[config.mk]
export PLATFORM = sky130hd
export DESIGN_NAME = static_period_priority_scheduler
export DESIGN_NICKNAME = d
export VERILOG_FILES = /design/src/hdl/spsch_pkg.sv /design/src/hdl/static_period_priority_scheduler.sv /design/src/hdl/spsch_cell.sv
export SDC_FILE = /design/constraint.sdc
export NUM_CORES = 2
export LEC_CHECK = 0
export ABC_AREA = 0
export ABC_CLOCK_PERIOD_IN_PS = 5400
export BUFFER_PORTS_ARGS = -buffer_cell sky130_fd_sc_hd__clkbuf_2
export CAP_MARGIN = 20
export CELL_PAD_IN_SITES_DETAIL_PLACEMENT = 1
export CELL_PAD_IN_SITES_GLOBAL_PLACEMENT = 1
export CORE_MARGIN = 2
export CORE_UTILIZATION = 45
export CTS_BUF_LIST = sky130_fd_sc_hd__clkbuf_8
export DETAILED_ROUTE_END_ITERATION = 10
export PLACE_DENSITY_LB_ADDON = 0.12
export SYNTH_ARGS = -nofsm -noshare
export SYNTH_HDL_FRONTEND = slang
export SYNTH_SLANG_ARGS = --single-unit
[constraint.sdc]
create_clock -name clk -period 5.4 [get_ports clk]
set_input_delay 0.27 -clock clk [delete_from_list [all_inputs] [get_ports clk]]
set_output_delay 0.27 -clock clk [all_outputs]
set_load 0.005 [all_outputs]
[src/hdl/spsch_pkg.sv]
`timescale 1ns / 1ps
package spsch_pkg;

    localparam int FIELD_W      = 16;
    localparam int SLOT_FIELD_W = 4;
    localparam int SLOT_RANGE   = 16;
    localparam int REQ_W        = 2;
    localparam int CFG_W        = 5;
    localparam int DONE_W       = 5;
    localparam int IN_DATA_W    = 72;
    localparam int OUT_DATA_W   = 88;

    localparam logic [REQ_W-1:0] REQ_LOAD    = 2'd0;
    localparam logic [REQ_W-1:0] REQ_TICK    = 2'd1;
    localparam logic [REQ_W-1:0] REQ_RESTART = 2'd2;

    localparam logic [DONE_W-1:0] DONE_MAX = '1;

    typedef struct packed {
        logic                    we;
        logic [SLOT_FIELD_W-1:0] slot;
        logic [FIELD_W-1:0]      task_id;
        logic [FIELD_W-1:0]      arrival;
        logic [FIELD_W-1:0]      burst;
        logic [FIELD_W-1:0]      task_period;
    } load_t;

    typedef struct packed {
        logic               found;
        logic [FIELD_W-1:0] task_period;
        logic [FIELD_W-1:0] arrival;
        logic [FIELD_W-1:0] task_id;
        logic [FIELD_W-1:0] burst;
        logic [FIELD_W-1:0] remaining;
    } cand_t;

endpackage

[src/hdl/static_period_priority_scheduler.sv]
`timescale 1ns / 1ps
// Fixed-priority (rate monotonic) tick scheduler. Each input word is a load, a tick or a
// restart, selected by s_tuser. Load and restart words are taken without leaving the idle
// state and give no output word. A tick word gives one output word: in state S_SCAN the
// best candidate walks the row of task cells one cell per cycle, then state S_FIN updates
// the chosen task, clock and completion count and state S_OUT forms the statistics; the
// block takes its next word once that output word is registered. Task slots that were
// never loaded have no remaining work and are never chosen. task_count lives at address 0.
module static_period_priority_scheduler #(
    parameter int MAX_TASKS = 16,
    parameter int TIME_BITS = 16
) (
    input  logic        clk,
    input  logic        rst_n,
    input  logic        psel,
    input  logic        penable,
    input  logic        pwrite,
    input  logic [2:0]  paddr,
    input  logic [31:0] pwdata,
    output logic [31:0] prdata,
    output logic        pready,
    input  logic        s_tvalid,
    output logic        s_tready,
    // slot[3:0], task_id[19:4], arrival[35:20], burst[51:36], task_period[67:52], zeros
    input  logic [spsch_pkg::IN_DATA_W-1:0]  s_tdata,
    // req_type[1:0]
    input  logic [spsch_pkg::REQ_W-1:0]      s_tuser,
    output logic        m_tvalid,
    input  logic        m_tready,
    // tick_time[15:0], idle[16], running_slot[20:17], running_id[36:21], finished[37],
    // completion_time[53:38], turnaround[69:54], waiting[85:70], all_done[86], zero
    output logic [spsch_pkg::OUT_DATA_W-1:0] m_tdata
);
    import spsch_pkg::*;

    localparam int SLOT_W = $clog2(MAX_TASKS);
    localparam int CW     = (TIME_BITS > FIELD_W) ? TIME_BITS : FIELD_W;
    localparam int NW     = ($clog2(MAX_TASKS + 1) > CFG_W) ? $clog2(MAX_TASKS + 1) : CFG_W;
    localparam logic [TIME_BITS-1:0] TMAX = '1;
    localparam logic [SLOT_W-1:0] LAST_CNT = SLOT_W'(MAX_TASKS - 1);

    typedef enum logic [3:0] {
        S_IDLE = 4'b0001,
        S_SCAN = 4'b0010,
        S_FIN  = 4'b0100,
        S_OUT  = 4'b1000
    } state_t;

    state_t                 state_reg;
    state_t                 state_next;
    logic [SLOT_W-1:0]      cnt_reg;
    logic [SLOT_W-1:0]      cnt_next;
    logic [CFG_W-1:0]       tc_reg;
    logic [TIME_BITS-1:0]   clock_reg;
    logic [TIME_BITS-1:0]   clock_next;
    logic [DONE_W-1:0]      done_reg;
    logic [DONE_W-1:0]      done_next;

    logic                   found_reg;
    logic                   fin_reg;
    logic [SLOT_W-1:0]      pick_reg;
    logic [FIELD_W-1:0]     id_reg;
    logic [FIELD_W-1:0]     burst_reg;
    logic [FIELD_W-1:0]     tick_reg;
    logic [FIELD_W-1:0]     comp_reg;
    logic [CW-1:0]          tat_reg;

    logic                   out_valid_reg;
    logic [OUT_DATA_W-1:0]  out_data_reg;
    logic [OUT_DATA_W-1:0]  out_data_next;

    load_t                  load;
    logic                   in_acc;
    logic                   cfg_wr;
    logic                   out_load;
    logic                   dec;
    logic [NW-1:0]          n_eff;
    logic [TIME_BITS-1:0]   comp_w;
    logic [CW-1:0]          tat_w;
    logic [CW-1:0]          wt_w;
    logic                   fin_w;

    cand_t                  cand [MAX_TASKS+1];
    logic [SLOT_W-1:0]      cslot [MAX_TASKS+1];
    logic [MAX_TASKS-1:0]   active;

    assign pready   = 1'b1;
    assign cfg_wr   = psel && penable && pwrite && !paddr[2];
    assign prdata   = paddr[2] ? 32'd0 : {{(32-CFG_W){1'b0}}, tc_reg};

    assign s_tready = (state_reg == S_IDLE);
    assign in_acc   = s_tvalid && s_tready;

    assign load.we          = in_acc && (s_tuser == REQ_LOAD);
    assign load.slot        = s_tdata[3:0];
    assign load.task_id     = s_tdata[19:4];
    assign load.arrival     = s_tdata[35:20];
    assign load.burst       = s_tdata[51:36];
    assign load.task_period = s_tdata[67:52];

    assign n_eff = ({{(32-CFG_W){1'b0}}, tc_reg} > MAX_TASKS) ? NW'(MAX_TASKS) : NW'(tc_reg);
    assign dec   = (state_reg == S_FIN) && cand[MAX_TASKS].found;

    assign cand[0]  = '0;
    assign cslot[0] = '0;

    for (genvar k = 0; k < MAX_TASKS; k++)
    begin : g_cell
        assign active[k] = ({{(32-CFG_W){1'b0}}, tc_reg} > k);

        spsch_cell #(
            .TIME_BITS (TIME_BITS),
            .SLOT_W    (SLOT_W),
            .INDEX     (k)
        ) u_cell (
            .clk      (clk),
            .rst_n    (rst_n),
            .load     (load),
            .dec      (dec),
            .dec_slot (cslot[MAX_TASKS]),
            .active   (active[k]),
            .now      (clock_reg),
            .cand_in  (cand[k]),
            .slot_in  (cslot[k]),
            .cand_out (cand[k+1]),
            .slot_out (cslot[k+1])
        );
    end

    always_comb
    begin
        comp_w = (clock_reg == TMAX) ? clock_reg : clock_reg + 1'b1;
        tat_w  = CW'(comp_w) - CW'(cand[MAX_TASKS].arrival);
        fin_w  = cand[MAX_TASKS].found && (cand[MAX_TASKS].remaining == FIELD_W'(1));
        wt_w   = (tat_reg >= CW'(burst_reg)) ? tat_reg - CW'(burst_reg) : '0;
        out_load = (state_reg == S_OUT) && (!out_valid_reg || m_tready);

        out_data_next = {
            1'b0,
            (NW'(done_reg) >= n_eff),
            fin_reg ? FIELD_W'(wt_w) : '0,
            fin_reg ? FIELD_W'(tat_reg) : '0,
            fin_reg ? comp_reg : '0,
            fin_reg,
            found_reg ? id_reg : '0,
            found_reg ? SLOT_FIELD_W'(pick_reg) : '0,
            !found_reg,
            tick_reg
        };

        state_next = state_reg;
        cnt_next   = cnt_reg;
        clock_next = clock_reg;
        done_next  = done_reg;
        case (state_reg)
            S_IDLE:
            begin
                if (in_acc)
                begin
                    case (s_tuser)
                        REQ_TICK:
                        begin
                            state_next = S_SCAN;
                            cnt_next   = '0;
                        end
                        REQ_RESTART:
                        begin
                            clock_next = '0;
                            done_next  = '0;
                        end
                        default:
                        begin
                        end
                    endcase
                end
            end
            S_SCAN:
            begin
                cnt_next = cnt_reg + 1'b1;
                if (cnt_reg == LAST_CNT)
                begin
                    state_next = S_FIN;
                end
            end
            S_FIN:
            begin
                state_next = S_OUT;
                if (clock_reg != TMAX)
                begin
                    clock_next = clock_reg + 1'b1;
                end
                if (fin_w && (done_reg != DONE_MAX))
                begin
                    done_next = done_reg + 1'b1;
                end
            end
            S_OUT:
            begin
                if (out_load)
                begin
                    state_next = S_IDLE;
                end
            end
            default:
            begin
                state_next = S_IDLE;
            end
        endcase
    end

    always_ff @(posedge clk or negedge rst_n)
    begin
        if (!rst_n)
        begin
            state_reg     <= S_IDLE;
            cnt_reg       <= '0;
            tc_reg        <= CFG_W'(1);
            clock_reg     <= '0;
            done_reg      <= '0;
            out_valid_reg <= 1'b0;
        end
        else
        begin
            state_reg <= state_next;
            cnt_reg   <= cnt_next;
            clock_reg <= clock_next;
            done_reg  <= done_next;
            if (cfg_wr)
            begin
                tc_reg <= pwdata[CFG_W-1:0];
            end
            if (out_load)
            begin
                out_valid_reg <= 1'b1;
            end
            else if (m_tready)
            begin
                out_valid_reg <= 1'b0;
            end
        end
    end

    always_ff @(posedge clk)
    begin
        if (state_reg == S_FIN)
        begin
            found_reg <= cand[MAX_TASKS].found;
            fin_reg   <= fin_w;
            pick_reg  <= cslot[MAX_TASKS];
            id_reg    <= cand[MAX_TASKS].task_id;
            burst_reg <= cand[MAX_TASKS].burst;
            tick_reg  <= FIELD_W'(clock_reg);
            comp_reg  <= FIELD_W'(comp_w);
            tat_reg   <= tat_w;
        end
        if (out_load)
        begin
            out_data_reg <= out_data_next;
        end
    end

    assign m_tvalid = out_valid_reg;
    assign m_tdata  = out_data_reg;

endmodule

[src/hdl/spsch_cell.sv]
`timescale 1ns / 1ps
module spsch_cell #(
    parameter int TIME_BITS = 16,
    parameter int SLOT_W    = 4,
    parameter int INDEX     = 0
) (
    input  logic                 clk,
    input  logic                 rst_n,
    input  spsch_pkg::load_t     load,
    input  logic                 dec,
    input  logic [SLOT_W-1:0]    dec_slot,
    input  logic                 active,
    input  logic [TIME_BITS-1:0] now,
    input  spsch_pkg::cand_t     cand_in,
    input  logic [SLOT_W-1:0]    slot_in,
    output spsch_pkg::cand_t     cand_out,
    output logic [SLOT_W-1:0]    slot_out
);
    import spsch_pkg::*;

    localparam int CW = (TIME_BITS > FIELD_W) ? TIME_BITS : FIELD_W;
    localparam logic [SLOT_W-1:0] MY_SLOT = SLOT_W'(INDEX);

    logic [FIELD_W-1:0] id_reg;
    logic [FIELD_W-1:0] arr_reg;
    logic [FIELD_W-1:0] burst_reg;
    logic [FIELD_W-1:0] period_reg;
    logic [FIELD_W-1:0] rem_reg;
    logic [FIELD_W-1:0] rem_next;
    cand_t              cand_reg;
    cand_t              cand_next;
    logic [SLOT_W-1:0]  slot_reg;
    logic [SLOT_W-1:0]  slot_next;

    logic hit;
    logic eligible;
    logic beats;

    assign hit = load.we && (INDEX < SLOT_RANGE) && (load.slot == SLOT_FIELD_W'(INDEX));

    always_comb
    begin
        eligible = active && (CW'(arr_reg) <= CW'(now)) && (rem_reg != '0);
        if (period_reg != cand_in.task_period)
        begin
            beats = period_reg < cand_in.task_period;
        end
        else if (arr_reg != cand_in.arrival)
        begin
            beats = arr_reg < cand_in.arrival;
        end
        else
        begin
            beats = id_reg < cand_in.task_id;
        end

        if (eligible && (!cand_in.found || beats))
        begin
            cand_next.found       = 1'b1;
            cand_next.task_period = period_reg;
            cand_next.arrival     = arr_reg;
            cand_next.task_id     = id_reg;
            cand_next.burst       = burst_reg;
            cand_next.remaining   = rem_reg;
            slot_next             = MY_SLOT;
        end
        else
        begin
            cand_next = cand_in;
            slot_next = slot_in;
        end

        if (hit)
        begin
            rem_next = load.burst;
        end
        else if (dec && (dec_slot == MY_SLOT))
        begin
            rem_next = rem_reg - 1'b1;
        end
        else
        begin
            rem_next = rem_reg;
        end
    end

    always_ff @(posedge clk)
    begin
        if (hit)
        begin
            id_reg     <= load.task_id;
            arr_reg    <= load.arrival;
            burst_reg  <= load.burst;
            period_reg <= load.task_period;
        end
    end

    always_ff @(posedge clk or negedge rst_n)
    begin
        if (!rst_n)
        begin
            rem_reg  <= '0;
            cand_reg <= '0;
            slot_reg <= '0;
        end
        else
        begin
            rem_reg  <= rem_next;
            cand_reg <= cand_next;
            slot_reg <= slot_next;
        end
    end

    assign cand_out = cand_reg;
    assign slot_out = slot_reg;

endmodule
# Word level (Yosys, flattened, before mapping)
# Index checks and enable logic that the tools add are counted.
[totals]
ff_bits = 2817
inputBits = 116
[op_classes]
n_addsub = 21
n_lt_le_gt_ge = 80
n_eq_ne = 78
mux = 114
reduce_logical = 165
[ops]
columns = ["operator", "n"]
rows = [
  ["81-bit two-way mux", 16],
  ["16-bit less-than comparator", 45],
  ["16-bit two-way mux", 36],
  ["16-bit inequality test", 30],
  ["16-bit less-or-equal comparator", 16],
  ["16-bit nonzero test", 16],
  ["16-bit by 1-bit subtractor with 16-bit output, second input constant", 16],
  ["1-bit logical AND", 88],
  ["4-bit equality test, second input constant", 18],
  ["4-bit two-way mux", 14],
  ["5-bit by 4-bit > comparator with 1-bit output, second input constant", 8],
  ["2-bit nonzero test", 19],
  ["4-bit by 3-bit equality test with 1-bit output, second input constant", 9],
  ["1-bit two-way mux", 33],
  ["16-bit case mux with 2 select lines", 1],
  ["16-bit subtractor", 2],
  ["5-bit two-way mux", 5],
  ["4-bit by 2-bit equality test with 1-bit output, second input constant", 5],
  ["5-bit by 3-bit > comparator with 1-bit output, second input constant", 4],
  ["1-bit zero test", 18],
  ["16-bit by 1-bit adder with 16-bit output, second input constant", 1],
  ["16-bit by 1-bit equality test with 1-bit output, second input constant", 1],
  ["16-bit equality test, second input constant", 1],
  ["16-bit >= comparator", 1],
  ["other kinds (24)", 55],
]

# Depth between registers and ports, before layout
[logic_depth]
ltp_word = 6
depth_mapped = 17

# By module
# From an unflattened synthesis, not the netlist that was laid out.
[unflattened]
cells_unflattened = 9880
hier_area_um2 = 134400.2
[modules_own_cells]
columns = ["module", "instances", "cells_per_inst", "area_each_um2", "seq_area_each_um2"]
rows = [
  ["spsch_cell at g_cell[10].u_cell ...", 4, 568, 7772.5, 4449.3],
  ["spsch_cell at g_cell[11].u_cell ...", 2, 568, 7827.5, 4449.3],
  ["spsch_cell at g_cell[1].u_cell ...", 2, 569, 7783.7, 4449.3],
  ["spsch_cell at g_cell[13].u_cell ...", 2, 568, 7777.5, 4449.3],
  ["spsch_cell at g_cell[4].u_cell ...", 2, 567, 7768.7, 4449.3],
  ["static_period_priority_scheduler", 1, 786, 9778.1, 6073.3],
  ["spsch_cell at g_cell[15].u_cell", 1, 571, 7832.5, 4449.3],
  ["spsch_cell at g_cell[3].u_cell", 1, 567, 7823.8, 4449.3],
  ["spsch_cell at g_cell[12].u_cell", 1, 570, 7781.2, 4449.3],
  ["spsch_cell at g_cell[0].u_cell", 1, 570, 7780.0, 4449.3],
]

# Worst setup path after synthesis
# Ideal clock, no wire load.
[synth_timing]
kind = "reg-to-reg"
from = "register state_reg[0]"
to = "register g_cell[4].u_cell.rem_reg[0]"
setup_ns = 0.126
t_arrival_ns = 5.292
required_ns = 5.274
path_slack_ns = -0.018
stages_incl_launch_ff = 7
path_buffers = 0
synth_period_minus_slack_ns = 5.418
cell_sequence = "dfstp_2 > nor4b_1 > nand3b_1 > or3_1 > nor2_1 > nor2_1 > a221o_1"
[synth_between]
elab_chain_len = 5
elab_cells_between_ends = 9
cone_classes = "eq/ne: 2; mux: 1; reduce/logical: 6"
[synth_lines]
columns = ["item", "line_no", "source"]
rows = [
  ["start, declared", "static_period_priority_scheduler.sv:49", "state_t state_reg;"],
  ["start signal, assigned", "static_period_priority_scheduler.sv:224", "state_reg <= state_next;"],
  ["4-bit by 1-bit equality test with 1-bit output (*)", "static_period_priority_scheduler.sv:91", "assign s_tready = (state_reg == S_IDLE);"],
  ["named net s_tready", "static_period_priority_scheduler.sv:23", "output logic s_tready,"],
  ["1-bit logical AND (*)", "static_period_priority_scheduler.sv:92", "assign in_acc = s_tvalid && s_tready;"],
  ["1-bit logical AND (*)", "static_period_priority_scheduler.sv:94", "assign load.we = in_acc && (s_tuser == REQ_LOAD);"],
  ["1-bit logical AND (*)", "spsch_cell.sv:39", "assign hit = load.we && (INDEX < SLOT_RANGE) && (load.slot == SLOT_FIELD_W'(INDEX));"],
  ["named net g_cell[4].u_cell.hit", "spsch_cell.sv:35", "logic hit;"],
  ["16-bit two-way mux or 2-bit nonzero test (tied branches)", "-", ""],
  ["end signal, assigned", "spsch_cell.sv:108", "rem_reg <= rem_next;"],
  ["end, declared", "spsch_cell.sv:28", "logic [FIELD_W-1:0] rem_reg;"],
]
# The timed path passes the listed nets; every way through them passes the cells marked *.
# A chain may end at the register's enable or synchronous reset.

==> flow_summary_export.csv <==
group,metric,value,unit
status,outcome,"finished, final reports clean",
power_and_ir_drop,ir_worst_vdd,222,uV
grt,grt_overflow,0,
placement,dp_hpwl,291000,um
layout,largest_reg_flops,1280,
floorplan,pin_count,239,
cts,clk_path_buf_depth,4,
synthesis,synth_flop_cell,"dfrtp_1",
layout,nets,11913,
worst_setup_path,regToRegStartpoint,"g_cell[5].u_cell.period_reg[4]",
layout,fin_area,147000,um2
route,wire_per_inst,28.1,um
cts,cts_tree,"built",
timing,relSlewSlack,0.152,
floorplan,die_w,541,um
worst_setup_path,required,6.39,ns
worst_setup_path,critPathLaunchType,"register",
floorplan,dieArea,293000,um2
synthesis,syn_area,130000,um2
power_and_ir_drop,swShare,0.310,
hold_path,min_path_type,"input pin to register",
cts,clock-sinks,2817,
grt,track_usage,0.287,
synthesis,synth.area.top_cells,"dfrtp_1 (31%), edfxtp_1 (28%), ha_1 (9.8%)",
synthesis,synth_enable_flop_cells,1197,
worst_setup_path,crit_slowest_cell,"or4_1",
worst_setup_path,arrival,5.65,ns
timing,skew,0.0722,ns
grt,antenna_found_initial,39,
hold_path,holdCritStartpoint,"s_tdata[25]",
floorplan,core,288000,um2
layout,drive_gt1_frac,0.187,
grt,grt_pass1_vias,94292,
synthesis,ys_async_sr_fraction,0.575,
timing,finalSetupViolCount,0,
timing,clock.fmax,215,MHz
grt,grt_pass1_wl,623000,um
worst_setup_path,rrSetupSlack,0.74,ns
worst_setup_path,critPathCaptureType,"register",
power_and_ir_drop,power.switching,18.9,mW
synthesis,netlist_instances,10207,
cts,clkTransAtPathRegs,0.06,ns
cts,cts-root-buf,"clkbuf_8",
power_and_ir_drop,p_comb_frac,0.208,
cts,cts_made_buffers,470,
worst_setup_path,path_cells,"ha_1, and3_1, nand3_1, or4_1, or4_1, or3_1, a31oi_4, buf_4, mux2_2",
worst_setup_path,cpMostUsedCell,"or4_1",
route,via_per_inst,5.83,
hold_path,whs_path_depth,1,
floorplan,rows,197,
placement,numPortBuffers,176,
timing,worst_pin_slew,1.27,ns
synthesis,ys_seq_area_frac,0.589,
timing,drv_slew,0,
layout,layout_common_cells,"dfrtp_1 (1617), edfxtp_1 (1197), inv_1 (1068)",
worst_setup_path,crit_type,"register to register",
route,drcViolationCount,0,
layout,layout_commonest_cell,"dfrtp_1",
power_and_ir_drop,p_clk_frac,0.316,
worst_setup_path,crit_fanout,54,
power_and_ir_drop,p_leak,60.9,nW
synthesis,ys_ff_latch,2817,
synthesis,yosysTopAreaCell,"dfrtp_1",
grt,grt_max_degree,141,
timing,finalCriticalPeriod,4.66,ns
synthesis,synthDistinctLibCells,94,
cts,post_cts_resized,0,
synthesis,yosysWarnings,0,
cts,clkLatencyLatePin,1.13,ns
route,num_vias,87406,
route,wl,422000,um
cts,htreeDepth,5,
synthesis,avgSynthCellArea,12.7,um2
placement,dpl_cell_area,136000,um2
run,maxCapViolCount,0,
worst_setup_path,max_stage_delay,0.90,ns
floorplan,start_util,0.451,
timing,worst_slack,0.740,ns
placement,place_congestion,0.888,
synthesis,synth_top_area_share,0.312,
route,ant_nets,0,
power_and_ir_drop,power_density,413,nW/um2
timing,rsz0062_at_grt,"no",
layout,syn_to_final_growth,13.3,%
power_and_ir_drop,seq_power_share,0.476,
hold_path,hold_end,"g_cell[12].u_cell.arr_reg[5]",
worst_setup_path,worst-r2r-cell-count,9,
placement,place_ws,0.774,ns
worst_setup_path,r2r_end,"g_cell[5].u_cell.cand_out[7]",
route,drtPass1Iterations,6,
floorplan,die_h,541,um
timing,fin_setup_tns,0,ns
power_and_ir_drop,power.internal,41.9,mW
route,first_iter_violations,6550,
timing,final.period_utilization,0.863,
timing,hold_viol_final,0,
-- worst max-delay path: cells and delay by family (launching register included) --
family,cells,cell delay [ns]
and+or+nand+nor,5,2.29
adders and majority gates,1,0.32
buffers and inverters,1,0.74
muxes,1,0.42
AOI/OAI and AO/OA,1,0.23
DFF,1,0.40
-- power by group through the flow --
| stage | Sequential (mW) | Clock [mW] | Combinational, mW |
|---|---|---|---|
| after global placement | 29.2 | 0 | 11.9 |
| after global routing | 29.3 | 20.6 | 14.0 |
| after floorplan | 27.7 | 0 | 8.43 |
| after CTS | 28.9 | 19.6 | 12.7 |
| after detailed placement | 29.3 | 0 | 12.5 |
| final | 28.9 | 19.2 | 12.6 |
-- per-layer routing --
metal / part of all wire / vias up / track usage
li1: - / 38684 / -
met1: 0.43 / 45617 / 0.383
met2: 0.48 / 2365 / 0.474
met3: 0.049 / 740 / 0.0347
met4: 0.042 / 0 / 0.118
met5: 0 / - / 0
-- cell type report --
class	instances	area (um2)
Multi-Input combinational cell	6116	48700
Timing Repair Buffer	490	4160
Inverter	883	3330
Tap cell	3781	4730
Clock buffer	567	7800
Fill cell	29109	141000
Sequential cell	2817	76500
Clock inverter	315	1790
Antenna cell	22	55.1
-- metrics by stage --
step                      power (mW)  instances  utilization  hold WS, ns
after global routing            63.8      14980        0.511       0.0546
after detailed placement        41.7      13995        0.475        0.406
after global placement          41.1      13989        0.474        0.405
final                           60.8      14991        0.511        0.113
after CTS                       61.3      14967        0.511      0.00598
after floorplan                 36.1      10234            -      -0.0256
-- worst max-delay path by stage --
stage | depth (start not counted) | to | slack, ns | start
final | 9 | g_cell[5].u_cell.cand_out[7] | 0.74 | g_cell[5].u_cell.period_reg[4]
after global routing | 14 | tat_reg[15] | 0.52 | clock_reg[1]
after CTS | 9 | g_cell[11].u_cell.cand_out[64] | 0.81 | clock_reg[8]
after detailed placement | 9 | g_cell[11].u_cell.cand_out[15] | 0.77 | clock_reg[8]
after global placement | 9 | g_cell[5].u_cell.cand_out[3] | 0.92 | g_cell[5].u_cell.period_reg[5]
after floorplan | 3 | m_tdata[0] | 0.60 | state_reg[3]
-- synthesized netlist by cell type, types with 84 or more instances --
cell type     n
a21oi_1     361
nor2_1      335
nor2b_1      97
a21o_1      134
nand4_1     259
nand3_1     228
a31oi_1     186
o211ai_1    355
clkbuf_1    276
edfxtp_1   1197
nor3_1      133
mux2_2      932
o21ai_0     391
ha_1       1017
dfrtp_1    1618
nand2_1     514
mux2_1       97
inv_1       877
nor3b_1      84
-- logic make-up after synthesis --
group | after synthesis | synth area share
flip-flops | 2817 | 0.589
AND/OR/NAND/NOR | 2107 | 0.0844
AO/OA/AOI/OAI | 1829 | 0.0921
buffers and inverters | 1301 | 0.0399
multiplexers | 1032 | 0.0895
adder cells (fa/ha/maj) | 1019 | 0.0983
XOR/XNOR | 100 | 0.00674
other | 2 | 0.0000578
-- repair_timing --
item                                     CTS  global route
buffers inserted                           0             0
endpoints found under the setup margin     0             0
hold buffers                              90             0
hold endpoints to repair                2177             0
Note: power is estimated with default switching activity, not from simulation.
